## src/design/sfm_pkg.sv

```systemverilog
// Types, constants and helper functions of the safety fault monitor.
// Used by the top level, the log engine and the checker; depends on nothing.
`default_nettype none

package sfm_pkg;

  localparam int LOG_DEPTH = 32;
  localparam int LOG_AW    = (LOG_DEPTH > 1) ? $clog2(LOG_DEPTH) : 1;
  localparam int LOG_CW    = $clog2(LOG_DEPTH + 1);

  localparam int NUM_CHAN  = 7;
  localparam int CFG_IDX_W = 3;
  localparam int CFG_DAT_W = 32;

  localparam logic [2:0] OP_SAMPLE   = 3'd0;
  localparam logic [2:0] OP_REPORT   = 3'd1;
  localparam logic [2:0] OP_BUTTON   = 3'd2;
  localparam logic [2:0] OP_RECOVER  = 3'd3;
  localparam logic [2:0] OP_READ_LOG = 3'd4;

  localparam logic [2:0] LVL_NORMAL    = 3'd0;
  localparam logic [2:0] LVL_WARNING   = 3'd1;
  localparam logic [2:0] LVL_EMERGENCY = 3'd3;
  localparam logic [2:0] LVL_CRITICAL  = 3'd4;

  localparam logic [5:0] CODE_ESTOP = 6'd15;

  localparam logic [2:0] ACT_NONE = 3'd0;

  localparam logic [31:0] LIMIT_RESET [NUM_CHAN] = '{
    32'd52428850, 32'd55705650, 32'd58982450, 32'd98304050,
    32'd78643250, 32'd62259300, 32'd62259300
  };
  localparam logic [5:0] HIGH_CODE [NUM_CHAN] = '{
    6'd1, 6'd2, 6'd3, 6'd7, 6'd8, 6'd11, 6'd12
  };
  localparam logic [5:0] LOW_CODE [NUM_CHAN] = '{
    6'd4, 6'd5, 6'd6, 6'd9, 6'd10, 6'd13, 6'd14
  };
  localparam logic [2:0] HIGH_LEVEL [NUM_CHAN] = '{
    3'd3, 3'd3, 3'd3, 3'd2, 3'd2, 3'd2, 3'd2
  };

  typedef struct packed {
    logic [2:0]  opcode;
    logic [2:0]  channel;
    logic signed [15:0] sample_value;
    logic        sensor_faulted;
    logic [5:0]  report_code;
    logic [2:0]  report_level;
    logic        button_pressed;
    logic [4:0]  log_index;
    logic [31:0] now_tick;
  } sfm_in_t;

  typedef struct packed {
    logic [2:0]  severity;
    logic        estop_latched;
    logic [5:0]  last_fault;
    logic [31:0] total_faults;
    logic        shutdown_active;
    logic [2:0]  emergency_action;
    logic        recovery_refused;
    logic        entry_valid;
    logic [5:0]  entry_code;
    logic [2:0]  entry_level;
    logic [15:0] entry_count;
    logic [31:0] entry_time;
  } sfm_out_t;

  typedef struct packed {
    logic [5:0]  code;
    logic [2:0]  level;
    logic [15:0] count;
    logic [31:0] time_tick;
  } log_entry_t;

  // Request from the control unit to the log engine.
  typedef struct packed {
    logic        valid;
    logic        is_read;
    logic [5:0]  code;
    logic [2:0]  level;
    logic [31:0] tick;
    logic [4:0]  index;
  } log_req_t;

  typedef struct packed {
    logic       done;
    logic       entry_valid;
    log_entry_t entry;
  } log_resp_t;

  // Heater-off or pump-stop request of an emergency-level fault.
  function automatic logic [2:0] fault_action(logic [5:0] code, logic [2:0] level);
    logic [2:0] act;
    act = ACT_NONE;
    if (level == LVL_EMERGENCY) begin
      if (code inside {[6'd1:6'd3]}) begin
        act = code[2:0];
      end else if (code inside {6'd7, 6'd8}) begin
        act = 3'(code - 6'd3);
      end
    end
    return act;
  endfunction

endpackage

`default_nettype wire

```

## src/design/safety_fault_monitor.sv

```systemverilog
// Safety fault monitor: one beat in, one beat out, items handled one at a time.
// Status-only items go through decode and output; log reads also wait on the log
// engine, and each logged fault passes through the fault and wait states while the
// log is searched, at most two faults per item. A new beat is taken once back in idle.
// The log search reads one entry per cycle from the log RAM; that sets the rate.
// Reset clears status, limits to defaults and the log fill count; no clear pass.
`default_nettype none

module safety_fault_monitor
  import sfm_pkg::*;
(
  input  wire logic                 clk_i,
  input  wire logic                 rst_ni,
  input  wire logic                 in_valid_i,
  output logic                      in_stall_o,
  input  wire sfm_in_t              in_data_i,
  output logic                      out_valid_o,
  input  wire logic                 out_stall_i,
  output sfm_out_t                  out_data_o,
  input  wire logic                 cfg_we_i,
  input  wire logic [CFG_IDX_W-1:0] cfg_idx_i,
  input  wire logic [CFG_DAT_W-1:0] cfg_data_i
);

  localparam logic [2:0] S_IDLE   = 3'd0;
  localparam logic [2:0] S_DECODE = 3'd1;
  localparam logic [2:0] S_FAULT  = 3'd2;
  localparam logic [2:0] S_WAIT   = 3'd3;
  localparam logic [2:0] S_OUT    = 3'd4;

  logic [2:0]  state_q, state_d;
  sfm_in_t     item_q;
  logic [31:0] limits_q [NUM_CHAN];

  logic [2:0]  level_q;
  logic        estop_q;
  logic        shutdown_q;
  logic [5:0]  last_code_q;
  logic [31:0] total_q;
  logic [2:0]  act_q;
  logic        refused_q;
  logic        ent_valid_q;
  log_entry_t  ent_q;

  logic [5:0]  cur_code_q;
  logic [2:0]  cur_lvl_q;
  logic        pend_q;
  logic [5:0]  pend_code_q;
  logic [2:0]  pend_lvl_q;

  logic        out_valid_q;
  sfm_out_t    out_q;

  logic        chan_ok;
  logic        over_hi;
  logic        under_lo;
  logic        report_ok;
  logic        estop_new;
  logic        has_fault;
  logic [2:0]  cur_act;
  logic        out_free;
  log_req_t    req;
  log_resp_t   resp;

  assign chan_ok   = (item_q.channel < 3'(NUM_CHAN)) && !item_q.sensor_faulted;
  assign over_hi   = item_q.sample_value > $signed(limits_q[item_q.channel][31:16]);
  assign under_lo  = item_q.sample_value < $signed(limits_q[item_q.channel][15:0]);
  assign report_ok = item_q.report_level inside {[3'd1:3'd4]};
  assign estop_new = item_q.button_pressed && !estop_q;
  assign cur_act   = fault_action(cur_code_q, cur_lvl_q);
  assign out_free  = !out_valid_q || !out_stall_i;

  always_comb begin
    has_fault = 1'b0;
    case (item_q.opcode)
      OP_SAMPLE: has_fault = chan_ok && (over_hi || under_lo);
      OP_REPORT: has_fault = report_ok;
      OP_BUTTON: has_fault = estop_new;
      default:   has_fault = 1'b0;
    endcase
  end

  always_comb begin
    req         = '0;
    req.code    = cur_code_q;
    req.level   = cur_lvl_q;
    req.tick    = item_q.now_tick;
    req.index   = item_q.log_index;
    req.is_read = state_q == S_DECODE;
    req.valid   = (state_q == S_FAULT) ||
                  (state_q == S_DECODE && item_q.opcode == OP_READ_LOG);
  end

  always_comb begin
    state_d = state_q;
    case (state_q)
      S_IDLE: begin
        if (in_valid_i) begin
          state_d = S_DECODE;
        end
      end
      S_DECODE: begin
        if (item_q.opcode == OP_READ_LOG) begin
          state_d = S_WAIT;
        end else if (has_fault) begin
          state_d = S_FAULT;
        end else begin
          state_d = S_OUT;
        end
      end
      S_FAULT: state_d = S_WAIT;
      S_WAIT: begin
        if (resp.done) begin
          state_d = pend_q ? S_FAULT : S_OUT;
        end
      end
      S_OUT: begin
        if (out_free) begin
          state_d = S_IDLE;
        end
      end
      default: state_d = S_IDLE;
    endcase
  end

  assign in_stall_o = state_q != S_IDLE;

  always_ff @(posedge clk_i or negedge rst_ni) begin
    if (!rst_ni) begin
      state_q     <= S_IDLE;
      level_q     <= LVL_NORMAL;
      estop_q     <= 1'b0;
      shutdown_q  <= 1'b0;
      last_code_q <= '0;
      total_q     <= '0;
      pend_q      <= 1'b0;
      out_valid_q <= 1'b0;
      for (int i = 0; i < NUM_CHAN; i++) begin
        limits_q[i] <= LIMIT_RESET[i];
      end
    end else begin
      state_q <= state_d;
      for (int i = 0; i < NUM_CHAN; i++) begin
        if (cfg_we_i && cfg_idx_i == CFG_IDX_W'(i)) begin
          limits_q[i] <= cfg_data_i;
        end
      end
      if (state_q == S_OUT && out_free) begin
        out_valid_q <= 1'b1;
      end else if (out_valid_q && !out_stall_i) begin
        out_valid_q <= 1'b0;
      end
      case (state_q)
        S_DECODE: begin
          // Both limits crossed: the high fault goes first, the low one waits.
          pend_q <= (item_q.opcode == OP_SAMPLE) && chan_ok && over_hi && under_lo;
          if (item_q.opcode == OP_BUTTON && estop_new) begin
            estop_q    <= 1'b1;
            shutdown_q <= 1'b1;
          end
          if (item_q.opcode == OP_RECOVER && !item_q.button_pressed) begin
            estop_q     <= 1'b0;
            shutdown_q  <= 1'b0;
            level_q     <= LVL_NORMAL;
            last_code_q <= '0;
          end
        end
        S_FAULT: begin
          last_code_q <= cur_code_q;
          total_q     <= total_q + 32'd1;
          if (cur_lvl_q > level_q) begin
            level_q <= cur_lvl_q;
          end
          if (cur_lvl_q == LVL_CRITICAL) begin
            shutdown_q <= 1'b1;
          end
        end
        S_WAIT: begin
          if (resp.done) begin
            pend_q <= 1'b0;
          end
        end
        default: begin
        end
      endcase
    end
  end

  always_ff @(posedge clk_i) begin
    if (state_q == S_IDLE && in_valid_i) begin
      item_q <= in_data_i;
    end
    case (state_q)
      S_DECODE: begin
        act_q       <= ACT_NONE;
        refused_q   <= (item_q.opcode == OP_RECOVER) && item_q.button_pressed;
        ent_valid_q <= 1'b0;
        ent_q       <= '0;
        pend_code_q <= LOW_CODE[item_q.channel];
        pend_lvl_q  <= LVL_WARNING;
        case (item_q.opcode)
          OP_SAMPLE: begin
            cur_code_q <= over_hi ? HIGH_CODE[item_q.channel] : LOW_CODE[item_q.channel];
            cur_lvl_q  <= over_hi ? HIGH_LEVEL[item_q.channel] : LVL_WARNING;
          end
          OP_REPORT: begin
            cur_code_q <= item_q.report_code;
            cur_lvl_q  <= item_q.report_level;
          end
          default: begin
            cur_code_q <= CODE_ESTOP;
            cur_lvl_q  <= LVL_CRITICAL;
          end
        endcase
      end
      S_FAULT: begin
        if (cur_act != ACT_NONE) begin
          act_q <= cur_act;
        end
      end
      S_WAIT: begin
        if (resp.done) begin
          cur_code_q <= pend_code_q;
          cur_lvl_q  <= pend_lvl_q;
          if (item_q.opcode == OP_READ_LOG) begin
            ent_valid_q <= resp.entry_valid;
            ent_q       <= resp.entry;
          end
        end
      end
      S_OUT: begin
        if (out_free) begin
          out_q <= '{
            severity:         level_q,
            estop_latched:    estop_q,
            last_fault:       last_code_q,
            total_faults:     total_q,
            shutdown_active:  shutdown_q,
            emergency_action: act_q,
            recovery_refused: refused_q,
            entry_valid:      ent_valid_q,
            entry_code:       ent_q.code,
            entry_level:      ent_q.level,
            entry_count:      ent_q.count,
            entry_time:       ent_q.time_tick
          };
        end
      end
      default: begin
      end
    endcase
  end

  assign out_valid_o = out_valid_q;
  assign out_data_o  = out_q;

  sfm_log u_log (
    .clk_i  (clk_i),
    .rst_ni (rst_ni),
    .req_i  (req),
    .resp_o (resp)
  );

endmodule

`default_nettype wire

```

## src/design/sfm_ram.sv

```systemverilog
// Generic simple dual-port RAM with one write port and a registered read port.
// Depends on nothing; the contents have no reset.
`default_nettype none

module sfm_ram #(
  parameter int WIDTH = 8,
  parameter int DEPTH = 16,
  parameter int AW    = (DEPTH > 1) ? $clog2(DEPTH) : 1
) (
  input  wire logic             clk_i,
  input  wire logic             we_i,
  input  wire logic [AW-1:0]    waddr_i,
  input  wire logic [WIDTH-1:0] wdata_i,
  input  wire logic             re_i,
  input  wire logic [AW-1:0]    raddr_i,
  output logic      [WIDTH-1:0] rdata_o
);

  logic [WIDTH-1:0] mem_q [DEPTH];

  always_ff @(posedge clk_i) begin
    if (we_i) begin
      mem_q[waddr_i] <= wdata_i;
    end
    if (re_i) begin
      rdata_o <= mem_q[raddr_i];
    end
  end

endmodule

`default_nettype wire

```

## src/design/sfm_log.sv

```systemverilog
// Fault log engine: deduplicating search, update and append, and entry reads.
// Depends on sfm_pkg and sfm_ram.
`default_nettype none

module sfm_log
  import sfm_pkg::*;
(
  input  wire logic      clk_i,
  input  wire logic      rst_ni,
  input  wire log_req_t  req_i,
  output log_resp_t      resp_o
);

  localparam logic [1:0] E_IDLE   = 2'd0;
  localparam logic [1:0] E_SCAN   = 2'd1;
  localparam logic [1:0] E_APPEND = 2'd2;
  localparam logic [1:0] E_RDWAIT = 2'd3;

  localparam int IDXW = (LOG_CW > 5) ? LOG_CW : 5;

  logic [1:0]        state_q, state_d;
  logic [LOG_CW-1:0] used_q;
  logic [LOG_CW-1:0] cmp_idx_q;
  logic [LOG_CW-1:0] cmp_next;
  logic [5:0]        code_q;
  logic [2:0]        level_q;
  logic [31:0]       tick_q;
  logic              done_q, done_d;
  logic              ent_valid_q;
  log_entry_t        ent_q;

  logic              ram_we;
  logic [LOG_AW-1:0] ram_waddr;
  log_entry_t        ram_wdata;
  logic              ram_re;
  logic [LOG_AW-1:0] ram_raddr;
  log_entry_t        ram_rdata;

  logic [IDXW-1:0]   rd_idx;
  logic              rd_ok;
  logic              hit;

  assign cmp_next = cmp_idx_q + LOG_CW'(1);
  assign rd_idx   = IDXW'(req_i.index);
  assign rd_ok    = rd_idx < IDXW'(used_q);
  assign hit      = ram_rdata.code == code_q;

  always_comb begin
    state_d   = state_q;
    done_d    = 1'b0;
    ram_we    = 1'b0;
    ram_waddr = cmp_idx_q[LOG_AW-1:0];
    ram_wdata = ram_rdata;
    ram_re    = 1'b0;
    ram_raddr = cmp_next[LOG_AW-1:0];
    case (state_q)
      E_IDLE: begin
        if (req_i.valid) begin
          if (req_i.is_read) begin
            if (rd_ok) begin
              ram_re    = 1'b1;
              ram_raddr = rd_idx[LOG_AW-1:0];
              state_d   = E_RDWAIT;
            end else begin
              done_d = 1'b1;
            end
          end else if (used_q == '0) begin
            state_d = E_APPEND;
          end else begin
            ram_re    = 1'b1;
            ram_raddr = '0;
            state_d   = E_SCAN;
          end
        end
      end
      E_SCAN: begin
        // The entry read last cycle is compared while the next one is fetched.
        if (hit) begin
          ram_we          = 1'b1;
          ram_wdata.count = ram_rdata.count + 16'd1;
          ram_wdata.time_tick = tick_q;
          if (level_q > ram_rdata.level) begin
            ram_wdata.level = level_q;
          end
          done_d  = 1'b1;
          state_d = E_IDLE;
        end else if (cmp_next == used_q) begin
          state_d = E_APPEND;
        end else begin
          ram_re = 1'b1;
        end
      end
      E_APPEND: begin
        ram_waddr = used_q[LOG_AW-1:0];
        ram_wdata = '{code: code_q, level: level_q, count: 16'd1, time_tick: tick_q};
        ram_we    = used_q < LOG_CW'(LOG_DEPTH);
        done_d    = 1'b1;
        state_d   = E_IDLE;
      end
      E_RDWAIT: begin
        done_d  = 1'b1;
        state_d = E_IDLE;
      end
      default: begin
        state_d = E_IDLE;
      end
    endcase
  end

  always_ff @(posedge clk_i or negedge rst_ni) begin
    if (!rst_ni) begin
      state_q <= E_IDLE;
      used_q  <= '0;
      done_q  <= 1'b0;
    end else begin
      state_q <= state_d;
      done_q  <= done_d;
      if (state_q == E_APPEND && used_q < LOG_CW'(LOG_DEPTH)) begin
        used_q <= used_q + LOG_CW'(1);
      end
    end
  end

  always_ff @(posedge clk_i) begin
    if (state_q == E_IDLE && req_i.valid) begin
      code_q    <= req_i.code;
      level_q   <= req_i.level;
      tick_q    <= req_i.tick;
      cmp_idx_q <= '0;
      if (req_i.is_read && !rd_ok) begin
        ent_valid_q <= 1'b0;
        ent_q       <= '0;
      end
    end else if (state_q == E_SCAN) begin
      cmp_idx_q <= cmp_next;
    end else if (state_q == E_RDWAIT) begin
      ent_valid_q <= 1'b1;
      ent_q       <= ram_rdata;
    end
  end

  assign resp_o = '{done: done_q, entry_valid: ent_valid_q, entry: ent_q};

  sfm_ram #(
    .WIDTH ($bits(log_entry_t)),
    .DEPTH (LOG_DEPTH)
  ) u_ram (
    .clk_i   (clk_i),
    .we_i    (ram_we),
    .waddr_i (ram_waddr),
    .wdata_i (ram_wdata),
    .re_i    (ram_re),
    .raddr_i (ram_raddr),
    .rdata_o (ram_rdata)
  );

endmodule

`default_nettype wire

```

## config.mk

```make
export PLATFORM = sky130hd
export DESIGN_NAME = safety_fault_monitor
export DESIGN_NICKNAME = d
export VERILOG_FILES = /design/src/design/sfm_pkg.sv /design/src/design/safety_fault_monitor.sv /design/src/design/sfm_ram.sv /design/src/design/sfm_log.sv
export SDC_FILE = /design/constraint.sdc
export NUM_CORES = 2
export LEC_CHECK = 0
export BUFFER_PORTS_ARGS = -buffer_cell sky130_fd_sc_hd__clkbuf_2
export CAP_MARGIN = 15
export CORE_MARGIN = 4
export CORE_UTILIZATION = 50
export CTS_CLUSTER_SIZE = 28
export DETAILED_ROUTE_END_ITERATION = 6
export PLACE_DENSITY = 0.7
export REMOVE_ABC_BUFFERS = 1
export SLEW_MARGIN = 20
export SYNTH_ARGS = -nofsm -noshare
export SYNTH_HDL_FRONTEND = slang
export SYNTH_SLANG_ARGS = --single-unit
```

## constraint.sdc

```tcl
create_clock -name clk_i -period 7.65 [get_ports clk_i]
set_clock_uncertainty 0.15 [all_clocks]
set_input_delay 0.765 -clock clk_i [delete_from_list [all_inputs] [get_ports clk_i]]
set_output_delay 0.765 -clock clk_i [all_outputs]
set_load 0.05 [all_outputs]
```

### Word-level counts from Yosys, hierarchy flattened

Memory sizes are Yosys's and may differ from the RTL's. A register that Yosys moved wholly into a read port is not among the register bits.
Index checks and enable logic that the tools add are counted.

* flip-flop bits (word level): 638
* bits in writable memories: 1824
* bits in read-only memories: 120
* input bits: 110
* output and inout bits: 107
* word-level logic and storage cells: 265
* memories kept: 4

Memories
* u_log.u_ram.mem_q: words 32, width 57, rd ports 1, clocked after memory_dff 1, wr ports 1, RTL line sfm_ram.sv:19 `logic [WIDTH-1:0] mem_q [DEPTH];`
* (name not given): words 8, width 6, rd ports 1, clocked after memory_dff 0, wr ports 0, RTL line safety_fault_monitor.sv:203 `cur_code_q <= over_hi ? HIGH_CODE[item_q.channel] : LOW_CODE[item_q.channel];`
* (name not given): words 8, width 6, rd ports 1, clocked after memory_dff 0, wr ports 0, RTL line safety_fault_monitor.sv:203
* (name not given): words 8, width 3, rd ports 1, clocked after memory_dff 0, wr ports 0, RTL line safety_fault_monitor.sv:204 `cur_lvl_q <= over_hi ? HIGH_LEVEL[item_q.channel] : LVL_WARNING;`

* add/sub/neg operators: 5
* magnitude comparators: 12
* equality and inequality tests: 37
* mux-type cells: 89
* bitwise logic cells: 1
* reduce and logical (&&, ||, !) cells: 59

Operator list (number)
* $mux W57: 6
* $pmux W57 S2: 1
* $pmux W51 S2: 1
* $bmux W32 S3: 1
* $mux W32: 2
* $mux W3: 17
* $mux W51: 1
* $mux W6: 8
* $pmux W6 S2: 3
* $add A32 B1 Y32 const B: 1
* $mux W5: 6
* $logic_and A1 B1 Y1: 25
* $mux W1: 24
* $pmux W3 S2: 4
* $eq A3 B2 Y1 const B: 7
* $eq A3 B3 Y1 const B: 6
* $reduce_and A3 Y1: 6
* $add A16 B1 Y16 const B: 1
* $gt A16 B16 Y1: 1
* $lt A16 B16 Y1: 1
* $pmux W3 S5: 1
* $add A6 B1 Y6 const B: 2
* $eq A6 B6 Y1: 2
* $mux W2: 6
* other kinds (32): 70

### Depth between registers and ports, before layout

* word-level depth: 11
* depth in mapped cells: 18
* gate-level depth less buffers: 14

### Hierarchy

A second synthesis with hierarchy kept.

* cells, all modules: 5823
* area, all modules: 99799.5 µm²

By module, submodules not included
* sfm_ram: instances 1, cells each 3985, area each 72696.0 µm², sequential area each 56484.2 µm²
* safety_fault_monitor: instances 1, cells each 1383, area each 21484.4 µm², sequential area each 14386.3 µm²
* sfm_log: instances 1, cells each 455, area each 5619.1 µm², sequential area each 3318.2 µm²

### Worst setup path before layout

Ideal clock, no wire load.

* path kind: register -> register
* start point: reg state_q[1]
* end point: reg out_q (netlist bit out_data_o[0]), enable pin
* library setup time: 0.604 ns
* data arrival time: 5.912 ns
* data required time: 6.896 ns
* slack: 0.984 ns
* stages on the path, launching flop included: 5
* buffers on the path: 1
* period minus slack after synthesis: 6.666 ns
* path through: dfrtp_1 > clkbuf_1 > nor2_1 > nand2_1 > a21oi_1

* longest elaborated chain between the ends: 2

Ends and longest elaborated chain
* from (decl): RTL line safety_fault_monitor.sv:31 `logic [2:0] state_q, state_d;`
* from (signal assigned): RTL line safety_fault_monitor.sv:142 `state_q <= state_d;`
* $eq A3 B3 Y1: RTL line safety_fault_monitor.sv:193 `case (state_q)`
* $reduce_and A2 Y1 (no source line)
* to (signal assigned): RTL line safety_fault_monitor.sv:233 `out_q <= '{`
* to (decl): RTL line safety_fault_monitor.sv:52 `sfm_out_t out_q;`

No other way between the ends.
A chain may end at the register's enable or synchronous reset.

### Final worst setup path

* start point: reg item_q[67] in the netlist's numbering
* end point: reg u_log.u_ram.rdata_o[12] (read register of u_log.u_ram.mem_q), data pin

* longest elaborated chain between the ends: 5
* elaborated cells on any way between the ends: 7
* those cells by class: 1 x eq/ne; 4 x mux; 2 x reduce/logical

Ends and longest elaborated chain
* from (decl): RTL line safety_fault_monitor.sv:32 `sfm_in_t item_q;`
* from (signal assigned): RTL line safety_fault_monitor.sv:191 `item_q <= in_data_i;`
* $eq A3 B3 Y1 *: RTL line safety_fault_monitor.sv:91 `(state_q == S_DECODE && item_q.opcode == OP_READ_LOG);`
* $logic_and A1 B1 Y1 *: RTL line safety_fault_monitor.sv:91
* $logic_or A1 B1 Y1 *: RTL line safety_fault_monitor.sv:90 `req.valid = (state_q == S_FAULT) ||`
* $mux W1 / $mux W5 (equally long branches): RTL line sfm_log.sv:58 `if (req_i.valid) begin`
* $pmux W1 S2 / $mux W5 (equally long branches): RTL line sfm_log.sv:56 `case (state_q)`
* to (decl): RTL line sfm_ram.sv:16 `output logic [WIDTH-1:0] rdata_o`

Every way passes the cells marked *; elsewhere a longest branch is shown, timed or not.

==> metrics.log <==
INFO  metric cts.root.buffer_cell = sky130_fd_sc_hd__clkbuf_16
INFO  metric reg2reg_from = item_q[67]
INFO  metric min-delay-start = cfg_data_i[29]
INFO  metric dr.pass1.iters = 7
INFO  metric regToRegSetupSlack = 1760 ps
INFO  metric synth_enable_flop_cells = 2230
INFO  metric critical_path.reg2reg.endpoint = u_log.u_ram.rdata_o[12]
INFO  metric final-hold-violation-count = 0
INFO  metric synth_area = roughly 99000 sq um
INFO  metric tritoncts.num_buffers = 279
INFO  metric post_synth_main_area_contributors = sky130_fd_sc_hd__edfxtp_1 (67%), sky130_fd_sc_hd__dfrtp_1 (5.6%), sky130_fd_sc_hd__mux2i_1 (4.9%)
INFO  metric power.density_cell_area = roughly 400 nW/um^2
INFO  metric post_layout_nonfiller_instances = 9343
INFO  metric dp_hpwl = 137000 microns
INFO  metric finalCriticalPeriod = about 5900 ps
INFO  metric gp_congestion = 0.836
INFO  metric grt_max_degree = 145
INFO  metric layout-drive-gt1-share = 17.4%
INFO  metric synth_ff_type = sky130_fd_sc_hd__edfxtp_1
INFO  metric postCtsSetupBuffers = 0
INFO  metric outcome = complete, but fails checks
INFO  metric clock_sinks = 2517
INFO  metric holdPathEnd = limits_q[29]
INFO  metric grt_antenna_before_repair = 3
INFO  metric report.final.setup_viol = 0
INFO  metric fp.coreArea = between 150000 and 200000 sq um
INFO  metric initial_core_util = 50.3%
INFO  metric worst_ep_required_time = 8110 ps
INFO  metric avgViaCountPerCell = 6.29
INFO  metric cp_max_fo = 38
INFO  metric clock_tree.htree_level_count = 5
INFO  metric worstSetupEndpointType = flip-flop
INFO  metric route.detailed.drc = 1
INFO  metric dieWidth = roughly 450 microns
INFO  metric placed_cell_area = 104000 sq um
INFO  metric die_y = between 400 and 500 microns
INFO  metric cp.arrival = 6350 ps
INFO  metric peakVddDrop = about 0.0005 V
INFO  metric syn-mean-instance-area = 16.1 sq um
INFO  metric grt_setup_unrepaired = false
INFO  metric port_buffers = 216
INFO  metric detail_route.wirelength = around 270000 microns
INFO  metric dp_cells = 8793
INFO  metric slew_headroom = 17.0%
INFO  metric wire_per_inst = 28.6 microns
INFO  metric type_of_the_tightest_min_delay_check = input pin to flip-flop
INFO  metric yosys-top-cells-count = sky130_fd_sc_hd__edfxtp_1 (2230), sky130_fd_sc_hd__nand2_1 (806), sky130_fd_sc_hd__mux2i_1 (490)
INFO  metric ys_types = 74
INFO  metric number_of_global_route_vias_before_repair = 56800
INFO  metric crit_path_start_kind = flip-flop
INFO  metric yosys_register_bits = 2517
INFO  metric grt_pass1_wl = 386000 microns
INFO  metric multi_input_comb_area = 23800 sq um
INFO  metric cts_tree = built
INFO  metric die_area = a little over 200000 sq um
INFO  metric synth_async_sr_flop_share = 11.2%
INFO  metric r2r_worst_path_depth = 10
INFO  metric holdPathStages = 2
INFO  metric area_growth_syn_to_layout = 14.1%
INFO  metric number_of_drc_markers_after_the_initial_detailed_route_iteration = 7856
INFO  metric core.rowCount = around 160
INFO  metric syn-instance-count = 6165
INFO  metric violations = design-rule violations
INFO  metric layout.filler_cells = 15000
INFO  metric final_min_period_over_clock_period = 77.0%
INFO  metric design.portCount = about 220
INFO  metric utilization = 57.4%
INFO  metric synth_warnings = 0
INFO  metric yosys_top_cell_by_area = sky130_fd_sc_hd__edfxtp_1
INFO  metric vias = 58700
INFO  metric design.final.nets = 6671
INFO  metric timing_worst_setup_path_type = flip-flop to flip-flop
INFO  metric grt_overflow_total = 0
INFO  metric ff_latch_area = between 70000 and 80000 sq um
INFO  metric static-leakage-power = 38.4 nW
INFO  metric maximum_clock_path_buffer_count = 4
INFO  metric fin_area = 113000 sq um
INFO  metric highest_achievable_clock_rate = 0.170 GHz
INFO  metric global_route.usage.total = 25.5%
INFO  metric synth.most_common_cell = sky130_fd_sc_hd__edfxtp_1
INFO  metric drt.antenna.violating_nets = 0
INFO  metric share_of_yosys_cell_area_claimed_by_the_top_area_cell_type = just under 70%
INFO  metric clock_transition_at_the_register_clock_pins_on_the_worst_setup_and_hold_paths_after_cts = approximately 60 ps
INFO  metric max_cap_violations = 0
INFO  metric final-max-slew-violation-count = 0
INFO  metric power.total = around 0.046 W
INFO  metric seq_area_frac_synth = around three quarters
INFO  metric tightestPinTransition = 1240 ps
INFO  metric clk-insertion-delay-late = approximately 900 ps
INFO  metric timing.hold.ws = 64.5 ps
## cell families after synthesis
logic type / share of synthesized area (%)
AO/OA/AOI/OAI: 7.29
flip-flops: 74.7
multiplexers: 8.35
buffers and inverters: 1.85
XOR/XNOR: 0.573
adder cells (fa/ha/maj): 0.680
AND/OR/NAND/NOR: 6.54
## layout make-up
| cell class | count | share of cell area (%) |
|---|---|---|
| multi-input combinational | 3229 | 21.0 |
| clock inverter | 116 | 0.912 |
| timing repair buffer | 445 | 2.99 |
| antenna | 2 | 0.00442 |
| tap | 2640 | 2.91 |
| sequential | 2517 | 65.5 |
| clock buffer | 359 | 6.62 |
| inverter | 35 | 0.121 |
## worst max-delay path by stage
| stage | start | to | slack, ps | cells after the start |
|---|---|---|---|---|
| final | item_q[67] | u_log.u_ram.rdata_o[12] | 1760 | 10 |
| after global routing | item_q[67] | u_log.u_ram.rdata_o[42] | 1590 | 10 |
| after CTS | item_q[67] | u_log.u_ram.rdata_o[12] | 1930 | 10 |
| after detailed placement | item_q[67] | u_log.u_ram.rdata_o[42] | 1910 | 10 |
| after global placement | item_q[67] | u_log.u_ram.rdata_o[32] | 2160 | 10 |
| after floorplan | state_q[1] | u_log.u_ram.rdata_o[55] | -20450 | 10 |
## sequential cells by signal, indices dropped and copies added (netlist names), 2 cells and up
name and count:
u_log.u_ram.mem_q 1824, limits_q 224, out_data_o 105, item_q 70, ent_q 57, u_log.resp_o 57
u_log.u_ram.rdata_o 57, total_q 32, u_log.tick_q 32, cur_code_q 6, last_code_q 6, u_log.cmp_idx_q 6
u_log.code_q 6, u_log.used_q 6, pend_code_q 4, act_q 3, cur_lvl_q 3, level_q 3
state_q 3, u_log.level_q 3, u_log.state_q 2
## cells in the final DEF, fill, tap and decap left out, drive strengths merged, types with 59 or more instances in the layout
cell         count
edfxtp        2230
nand2          806
clkbuf         574
mux2i          490
a21oi          323
mux2           237
a221oi         230
dfrtp          223
and3           181
buf            158
a311oi         113
or4            113
a221o          113
nor2            97
clkinv          88
dlygate4sd3     72
o21ai           71
and2            59
## timing repair
| item | CTS | global route |
|---|---|---|
| hold buffers | 72 | 0 |
| endpoints found under the hold margin | 163 | 0 |
| resized for setup | 0 | 0 |
## metrics by stage
stage / TNS (ps) / setup slack (ps)
floorplan: -1098180 / -20450
global placement: 0 / 2160
detailed placement: 0 / 1910
CTS: 0 / 1930
global route: 0 / 1590
finish: 0 / 1760
## where the power goes
part	switching, W	internal [W]
clock	0.00520	0.00750
combinational	0.00994	0.00433
sequential	0.000729	0.0187
## layer usage
layer  track usage (%)  part of all wire, %  vias to the layer above
met5                 0               0.0049                        -
met2              40.2                   47                     3448
met3              4.75                   11                      628
li1                  -                    -                    24800
met1              35.5                   39                    29800
met4              9.62                  3.9                        2
## worst max-delay path, stage by stage (launching register included)
cell and delay, ps:
sky130_fd_sc_hd__edfxtp_1 620, sky130_fd_sc_hd__nor3b_1 860, sky130_fd_sc_hd__a21oi_4 230, sky130_fd_sc_hd__buf_4 280, sky130_fd_sc_hd__a21oi_2 340, sky130_fd_sc_hd__a2bb2oi_1 880, sky130_fd_sc_hd__nand2b_4 1030, sky130_fd_sc_hd__buf_4 420
sky130_fd_sc_hd__a221o_1 190, sky130_fd_sc_hd__a311oi_1 60, sky130_fd_sc_hd__or4_1 540
Note: power is estimated with default switching activity, not from simulation.
